<file path="src/rtl/core/spq_pkg.sv">
// spq_pkg: request, status, state and op codes shared by the sorted priority queue
// also the command and status structs between the controller and the datapath
// no dependencies
package spq_pkg;

	// request codes on req_type
	typedef enum logic [1:0] {
		REQ_INSERT = 2'd0,
		REQ_POP    = 2'd1,
		REQ_PEEK   = 2'd2
	} req_t;

	// result status codes
	typedef enum logic [1:0] {
		ST_OK    = 2'd0,
		ST_EMPTY = 2'd1,
		ST_FULL  = 2'd2
	} st_t;

	// controller states
	typedef enum logic {
		S_IDLE = 1'b0,
		S_EXEC = 1'b1
	} state_t;

	// datapath operations chosen by the controller
	typedef enum logic [2:0] {
		OP_NOP    = 3'd0,
		OP_INSERT = 3'd1,
		OP_POP    = 3'd2,
		OP_PEEK   = 3'd3,
		OP_FULL   = 3'd4,
		OP_EMPTY  = 3'd5
	} op_t;

	// controller to datapath
	typedef struct packed {
		logic latch;
		logic exec;
		op_t  op;
	} dp_cmd_t;

	// datapath to controller
	typedef struct packed {
		logic [1:0] req;
		logic       empty;
		logic       full;
	} dp_stat_t;

endpackage

</file>
<file path="src/rtl/core/spq_ctrl.sv">
// spq_ctrl: controller state machine of the sorted priority queue
// picks the datapath operation from the latched request and the fill status
// depends on spq_pkg
module spq_ctrl (
	input  logic              clk,
	input  logic              arst_n,
	input  logic              start,
	output logic              busy,
	output logic              done,
	input  spq_pkg::dp_stat_t dp_stat,
	output spq_pkg::dp_cmd_t  dp_cmd
);

	spq_pkg::state_t state_q;
	spq_pkg::state_t state_nxt;
	logic            done_q;

	// state register and result strobe
	always_ff @(posedge clk or negedge arst_n) begin
		if (!arst_n) begin
			state_q <= spq_pkg::S_IDLE;
			done_q  <= 1'b0;
		end else begin
			state_q <= state_nxt;
			done_q  <= (state_q == spq_pkg::S_EXEC);
		end
	end

	// next state
	always_comb begin
		state_nxt = state_q;
		unique case (state_q)
			spq_pkg::S_IDLE: begin
				if (start) state_nxt = spq_pkg::S_EXEC;
			end
			spq_pkg::S_EXEC: begin
				state_nxt = spq_pkg::S_IDLE;
			end
			default: state_nxt = spq_pkg::S_IDLE;
		endcase
	end

	// outputs and operation decode
	always_comb begin
		dp_cmd.latch = 1'b0;
		dp_cmd.exec  = 1'b0;
		dp_cmd.op    = spq_pkg::OP_NOP;
		busy         = 1'b0;
		unique case (state_q)
			spq_pkg::S_IDLE: begin
				dp_cmd.latch = start;
			end
			spq_pkg::S_EXEC: begin
				busy        = 1'b1;
				dp_cmd.exec = 1'b1;
				unique case (dp_stat.req)
					spq_pkg::REQ_INSERT:
						dp_cmd.op = dp_stat.full ? spq_pkg::OP_FULL : spq_pkg::OP_INSERT;
					spq_pkg::REQ_POP:
						dp_cmd.op = dp_stat.empty ? spq_pkg::OP_EMPTY : spq_pkg::OP_POP;
					spq_pkg::REQ_PEEK:
						dp_cmd.op = dp_stat.empty ? spq_pkg::OP_EMPTY : spq_pkg::OP_PEEK;
					default:
						dp_cmd.op = spq_pkg::OP_NOP;
				endcase
			end
			default: begin
				busy = 1'b0;
			end
		endcase
	end

	assign done = done_q;

endmodule

</file>
<file path="src/rtl/core/spq_datapath.sv">
// spq_datapath: shifting sorted register array, request latch and result registers
// every entry compares its key with the new one in parallel and the whole array shifts at once
// depends on spq_pkg
module spq_datapath #(
	parameter int QUEUE_DEPTH = 16,
	parameter int KEY_WIDTH   = 16,
	parameter int REF_WIDTH   = 32,
	parameter int CNT_WIDTH   = $clog2(QUEUE_DEPTH + 1)
) (
	input  logic                  clk,
	input  logic                  arst_n,
	input  spq_pkg::dp_cmd_t      dp_cmd,
	output spq_pkg::dp_stat_t     dp_stat,
	input  logic [1:0]            req_type,
	input  logic [KEY_WIDTH-1:0]  item_key,
	input  logic [REF_WIDTH-1:0]  item_ref,
	output logic [REF_WIDTH-1:0]  out_ref,
	output logic [KEY_WIDTH-1:0]  out_key,
	output logic [1:0]            status,
	output logic [CNT_WIDTH-1:0]  occupancy
);

	logic [1:0]           req_q;
	logic [KEY_WIDTH-1:0] key_q;
	logic [REF_WIDTH-1:0] ref_q;
	logic [CNT_WIDTH-1:0] count_q;
	logic [KEY_WIDTH-1:0] keys_q [QUEUE_DEPTH];
	logic [REF_WIDTH-1:0] refs_q [QUEUE_DEPTH];
	logic [REF_WIDTH-1:0] out_ref_q;
	logic [KEY_WIDTH-1:0] out_key_q;
	spq_pkg::st_t         status_q;
	logic [QUEUE_DEPTH-1:0] gt;

	// request latch on the accepted beat
	always_ff @(posedge clk) begin
		if (dp_cmd.latch) begin
			req_q <= req_type;
			key_q <= item_key;
			ref_q <= item_ref;
		end
	end

	// per-entry compare: stored and strictly greater than the new key
	always_comb begin
		for (int i = 0; i < QUEUE_DEPTH; i++) begin
			gt[i] = (CNT_WIDTH'(i) < count_q) && (keys_q[i] > key_q);
		end
	end

	// entry array: shift up around the insert point, or shift down on pop
	for (genvar g = 0; g < QUEUE_DEPTH; g++) begin : g_entry
		always_ff @(posedge clk) begin
			if (dp_cmd.exec && dp_cmd.op == spq_pkg::OP_INSERT) begin
				if (g > 0 && gt[(g > 0) ? g - 1 : 0]) begin
					keys_q[g] <= keys_q[(g > 0) ? g - 1 : 0];
					refs_q[g] <= refs_q[(g > 0) ? g - 1 : 0];
				end else if (gt[g] || CNT_WIDTH'(g) == count_q) begin
					keys_q[g] <= key_q;
					refs_q[g] <= ref_q;
				end
			end else if (dp_cmd.exec && dp_cmd.op == spq_pkg::OP_POP) begin
				if (g < QUEUE_DEPTH - 1) begin
					keys_q[g] <= keys_q[(g < QUEUE_DEPTH - 1) ? g + 1 : g];
					refs_q[g] <= refs_q[(g < QUEUE_DEPTH - 1) ? g + 1 : g];
				end
			end
		end
	end

	// fill count
	always_ff @(posedge clk or negedge arst_n) begin
		if (!arst_n) begin
			count_q <= '0;
		end else if (dp_cmd.exec) begin
			case (dp_cmd.op)
				spq_pkg::OP_INSERT: count_q <= count_q + CNT_WIDTH'(1);
				spq_pkg::OP_POP:    count_q <= count_q - CNT_WIDTH'(1);
				default:            count_q <= count_q;
			endcase
		end
	end

	// result registers
	always_ff @(posedge clk) begin
		if (dp_cmd.exec) begin
			case (dp_cmd.op)
				spq_pkg::OP_POP, spq_pkg::OP_PEEK: begin
					out_key_q <= keys_q[0];
					out_ref_q <= refs_q[0];
					status_q  <= spq_pkg::ST_OK;
				end
				spq_pkg::OP_FULL: begin
					out_key_q <= '0;
					out_ref_q <= '0;
					status_q  <= spq_pkg::ST_FULL;
				end
				spq_pkg::OP_EMPTY: begin
					out_key_q <= '0;
					out_ref_q <= '0;
					status_q  <= spq_pkg::ST_EMPTY;
				end
				default: begin
					out_key_q <= '0;
					out_ref_q <= '0;
					status_q  <= spq_pkg::ST_OK;
				end
			endcase
		end
	end

	assign dp_stat.req   = req_q;
	assign dp_stat.empty = (count_q == '0);
	assign dp_stat.full  = (count_q == CNT_WIDTH'(QUEUE_DEPTH));

	assign out_ref   = out_ref_q;
	assign out_key   = out_key_q;
	assign status    = status_q;
	assign occupancy = count_q;

endmodule

</file>
<file path="src/rtl/core/sorted_priority_queue.sv">
// sorted_priority_queue: top level, controller plus sorted register array datapath
// depends on spq_pkg, spq_ctrl, spq_datapath
//
// usage
// a request beat is taken at a rising edge with start high and busy low:
// req_type 0 inserts item_key/item_ref, 1 pops the least key, 2 peeks at it.
// equal keys leave in arrival order. each request gives one result beat on
// out_ref, out_key, status and occupancy, marked by done for one cycle.
// status 1 reports pop or peek on an empty queue, 2 an insert dropped because
// the queue holds QUEUE_DEPTH entries; occupancy is the count after the request.
// busy is high after accept while the array compares all entries in parallel
// and shifts; done follows in the next cycle, and a new request can be taken
// in the done cycle. the receiver cannot stall: done is a strobe, and the result
// holds only until the next request executes. reset clears the fill count and
// the controller; the queue comes up empty.
module sorted_priority_queue #(
	parameter int QUEUE_DEPTH = 16,
	parameter int KEY_WIDTH   = 16,
	parameter int REF_WIDTH   = 32
) (
	input  logic                                 clk,
	input  logic                                 arst_n,
	input  logic                                 start,
	output logic                                 busy,
	input  logic [1:0]                           req_type,
	input  logic [KEY_WIDTH-1:0]                 item_key,
	input  logic [REF_WIDTH-1:0]                 item_ref,
	output logic                                 done,
	output logic [REF_WIDTH-1:0]                 out_ref,
	output logic [KEY_WIDTH-1:0]                 out_key,
	output logic [1:0]                           status,
	output logic [$clog2(QUEUE_DEPTH + 1)-1:0]   occupancy
);

	localparam int CntWidth = $clog2(QUEUE_DEPTH + 1);

	spq_pkg::dp_cmd_t  dp_cmd;
	spq_pkg::dp_stat_t dp_stat;

	// controller
	spq_ctrl u_ctrl (
		.clk     (clk),
		.arst_n  (arst_n),
		.start   (start),
		.busy    (busy),
		.done    (done),
		.dp_stat (dp_stat),
		.dp_cmd  (dp_cmd)
	);

	// datapath
	spq_datapath #(
		.QUEUE_DEPTH (QUEUE_DEPTH),
		.KEY_WIDTH   (KEY_WIDTH),
		.REF_WIDTH   (REF_WIDTH),
		.CNT_WIDTH   (CntWidth)
	) u_dp (
		.clk       (clk),
		.arst_n    (arst_n),
		.dp_cmd    (dp_cmd),
		.dp_stat   (dp_stat),
		.req_type  (req_type),
		.item_key  (item_key),
		.item_ref  (item_ref),
		.out_ref   (out_ref),
		.out_key   (out_key),
		.status    (status),
		.occupancy (occupancy)
	);

endmodule

</file>
<file path="config.mk">
export PLATFORM = sky130hd
export DESIGN_NAME = sorted_priority_queue
export DESIGN_NICKNAME = d
export VERILOG_FILES = /design/src/rtl/core/spq_pkg.sv /design/src/rtl/core/spq_ctrl.sv /design/src/rtl/core/spq_datapath.sv /design/src/rtl/core/sorted_priority_queue.sv
export SDC_FILE = /design/constraint.sdc
export NUM_CORES = 2
export LEC_CHECK = 0
export ABC_AREA = 0
export BUFFER_PORTS_ARGS = -buffer_cell sky130_fd_sc_hd__buf_2
export CAP_MARGIN = 10
export CORE_ASPECT_RATIO = 0.7
export CORE_UTILIZATION = 50
export CTS_CLUSTER_DIAMETER = 80
export DETAILED_ROUTE_END_ITERATION = 16
export PLACE_DENSITY_LB_ADDON = 0.3
export SLEW_MARGIN = 20
export SYNTH_ARGS = -nofsm -noshare
export SYNTH_HDL_FRONTEND = slang
export SYNTH_SLANG_ARGS = --single-unit
</file>
<file path="constraint.sdc">
create_clock -name clk -period 5.99 [get_ports clk]
set_clock_uncertainty 0.1 [all_clocks]
set_input_delay 0.2995 -clock clk [delete_from_list [all_inputs] [get_ports clk]]
set_output_delay 0.2995 -clock clk [all_outputs]
set_load 0.005 [all_outputs]
</file>
==> run summary <==
Status: completed
Clk_lat worst skew: 0.69 ns
Hold depth: 2
Slew headroom: 0.290
Slew Viols, Final: 0
Syn Area/Cell: 10.8 um2
CP Class: reg -> reg
Die Y: 261 um
Crit path cell chain: inv_1, ha_1, nand4_1, or4_1, a21o_1, a31oi_2, o21ai_0, nand2_2, buf_4, buf_4
Register area share after synthesis: 0.549
DRT iter0 DRCs: 5,080
Hold/Removal Path Class: in -> reg
Vias in the first global route: 33,400
Synth area leader: edfxtp_1
Vias: 36,400
Clk slew on worst S/H paths: 0.06 ns
DRC: 0
Unique masters post-synth: 72
Largest net degree at the start of global routing: 188
RR Startpoint: u_dp.key_q[15]$_DFFE_PP_
H-tree Lvls: 3
FF-to-FF path depth: 10
Syn Nets: 4,723
First-pass GRT wire length: 212,000 um
RSZ-0062 raised after global routing: false
Least-Margin Pin Slew: 1.06 ns
# IOs: 110
VDD IR max: 0.000282 V
Sink Count: 875
PnR worst setup slack: 1.14 ns
Max_cap viols: 0
CP most frequent cell: buf_4
GRT Total Usage: 0.289
Root buffer cell: clkbuf_16
Syn. warnings: 0
CP Data Required Time: 6.27 ns
Flop-to-flop setup slack: 1.14 ns
Row count: 94
Port Buffers: 109
CTS tree: done
Largest cells by area after synthesis: edfxtp_1 (55%), ha_1 (6.8%), nand2_1 (6.0%)
Hold Fails Final Rpt: 0
Peak Freq: 0.206 GHz
Pwr Density: 311 nW/um2
RD Place Congestion: 0.950
Commonest non-fill, non-tap cell in the layout: edfxtp_1
Initial core utilization: 0.506
Total die area: 96,800 um2
Die X: 371 um
Crit path launch: u_dp.key_q[15]$_DFFE_PP_
CTS Buf Count: 88
Dpl ws: 1.26 ns
R2r endpoint: u_dp.refs_q[2][5]$_DFFE_PP_
Post-synth EDFFs: 868
CP Capture Type: register
Area share of the largest cell type after synthesis: 0.546
Critical Path Source Type: register
Routed Antenna Nets: 0
Synth Cell Area: 47,800 um2
Overflow after GRT: 0
# resized after CTS: 0
WP data arrival: 5.13 ns
DR WL/cell: 24.8 um
Fraction of registers with async set/reset: 0.00800
Seq cells post-synth: 875
Worst-case clock buffer depth: 3
Total power: 16,400 uW
Layout cells sized above 1: 0.0888
DR vias/cell: 6.36
Pleak: 0.0197 uW
Initial antenna violation count: 4
Layout net count: 4,725
Tcrit/Tclk final: 0.810
DRT Pass-1 Iters: 6
Clock period minus worst slack: 4.85 ns
Layout fillers: 7,950
Detailed Route WL: 142,000 um
Critical-path top delay cell: edfxtp_1
Setup TNS: 0 ns
Setup bufs post-CTS: 0
Mapped Cells: 4,409
Crit path to: u_dp.refs_q[2][5]$_DFFE_PP_
Main flop type after synthesis: edfxtp_1
Slowest cell delay on critical path: 0.73 ns
Dpl hpwl: 93,600 um
Core Area: 94,300 um2
Commonest non-fill, non-tap cells in the layout: edfxtp_1 (868), nand2_1 (751), nor2_1 (449)
Endpoints failing setup: 0
Max FO, Critical Path: 25
Synthesis-to-layout area growth: 10.7%
[worst max-delay path: cells and delay by family (launching register included)]
kind                     cells  cell delay [ns]
flip-flops                   1             0.73
buffers and inverters        3             1.26
AND/OR/NAND/NOR              3             1.33
adder cells (fa/ha/maj)      1             0.43
AO/OA/AOI/OAI                3             0.66
[synth_stat cells (4+ instances only)]
| cell | instances |
|---|---|
| edfxtp_1 | 868 |
| nand2_1 | 759 |
| nor2_1 | 451 |
| a21oi_1 | 331 |
| mux2i_1 | 278 |
| ha_1 | 261 |
| o21ai_0 | 234 |
| clkbuf_1 | 226 |
| a221o_1 | 177 |
| a31oi_1 | 109 |
| o211ai_1 | 84 |
| nand3_1 | 75 |
| nand4_1 | 62 |
| buf_2 | 61 |
| and2_1 | 52 |
| o21ai_1 | 43 |
| inv_1 | 40 |
| buf_4 | 32 |
| mux2_2 | 28 |
| nor2b_1 | 22 |
| buf_1 | 21 |
| mux2_1 | 20 |
| o21a_1 | 15 |
| nor4_1 | 12 |
| a211oi_1 | 9 |
| nor3_1 | 9 |
| a2111oi_0 | 8 |
| buf_6 | 8 |
| o31a_1 | 8 |
| dfrtp_1 | 7 |
| o221ai_1 | 7 |
| o31ai_1 | 7 |
| a21o_1 | 6 |
| o2bb2ai_1 | 6 |
| xnor2_1 | 6 |
| a211oi_2 | 5 |
| a211o_1 | 4 |
| a22oi_1 | 4 |
| and3_1 | 4 |
| nand2b_1 | 4 |
| o311ai_0 | 4 |
[metal layers]
metal | wire, um | track usage
met1 | 65600 | 0.458
met2 | 54700 | 0.376
met3 | 18500 | 0.0915
met5 | 9 | 0
met4 | 3040 | 0.0693
[power breakdown]
| part | switching (uW) | total (uW) | internal, uW |
|---|---|---|---|
| combinational | 1960 | 2990 | 1030 |
| clock | 2450 | 5450 | 3000 |
| sequential | 501 | 8010 | 7510 |
| total | 4910 | 16400 | 11500 |
[logic make-up (layout without fill, tap and decap cells)]
logic type / Yosys count / after routing / share of synthesized area
flip-flops: 875 / 875 / 0.549
buffers and inverters: 390 / 463 / 0.0363
other: 0 / 1 / 0
XOR/XNOR: 7 / 7 / 0.00128
multiplexers: 326 / 326 / 0.0696
AND/OR/NAND/NOR: 1467 / 1467 / 0.127
adder cells (fa/ha/maj): 261 / 261 / 0.0684
AO/OA/AOI/OAI: 1083 / 1083 / 0.148
[through the flow]
step / std cells / instance area (um2) / util / hold slack, ns
floorplan: 4409 / 47800 / - / -0.0961
global placement: 5515 / 49600 / 0.526 / 0.0629
detailed placement: 5516 / 49600 / 0.526 / 0.0643
CTS: 5730 / 52900 / 0.560 / 0.184
global route: 5730 / 52900 / 0.560 / 0.198
finish: 5731 / 52900 / 0.560 / 0.227
[what timing repair did]
item	in CTS	in global routing
endpoints found under the hold margin	65	0
hold buffers	53	0
setup endpoints to repair	0	0
[how the worst min path moves through the flow]
stage | startpoint | end
after floorplan | arst_n | u_ctrl.done$_DFF_PN0_
after global placement | arst_n | u_ctrl.done$_DFF_PN0_
after detailed placement | arst_n | u_ctrl.done$_DFF_PN0_
after CTS | item_key[2] | u_dp.key_q[2]$_DFFE_PP_
after global routing | item_ref[1] | u_dp.ref_q[1]$_DFFE_PP_
final | item_key[2] | u_dp.key_q[2]$_DFFE_PP_
[registers in the layout, summed over array words and instances (netlist names)]
name	cells
u_dp.status	2
u_ctrl.state_q	1
u_ctrl.done	1
u_dp.out_ref	32
u_dp.refs_q	512
u_dp.key_q	16
u_dp.occupancy	5
u_dp.keys_q	256
u_dp.out_key	16
u_dp.req_q	2
u_dp.ref_q	32
[cell type report]
cell class	instances	area, um2	share of cell area
flip-flops and latches	875	26200	0.496
well taps	1248	1560	0.0295
multi-input cells	3144	20000	0.379
inverters	40	150	0.00284
clock buffers	119	2380	0.0451
diodes	1	2.50	0.0000473
clock inverters	42	330	0.00625
repair buffers	262	2170	0.0411
Power figures use the tool's default switching activity.
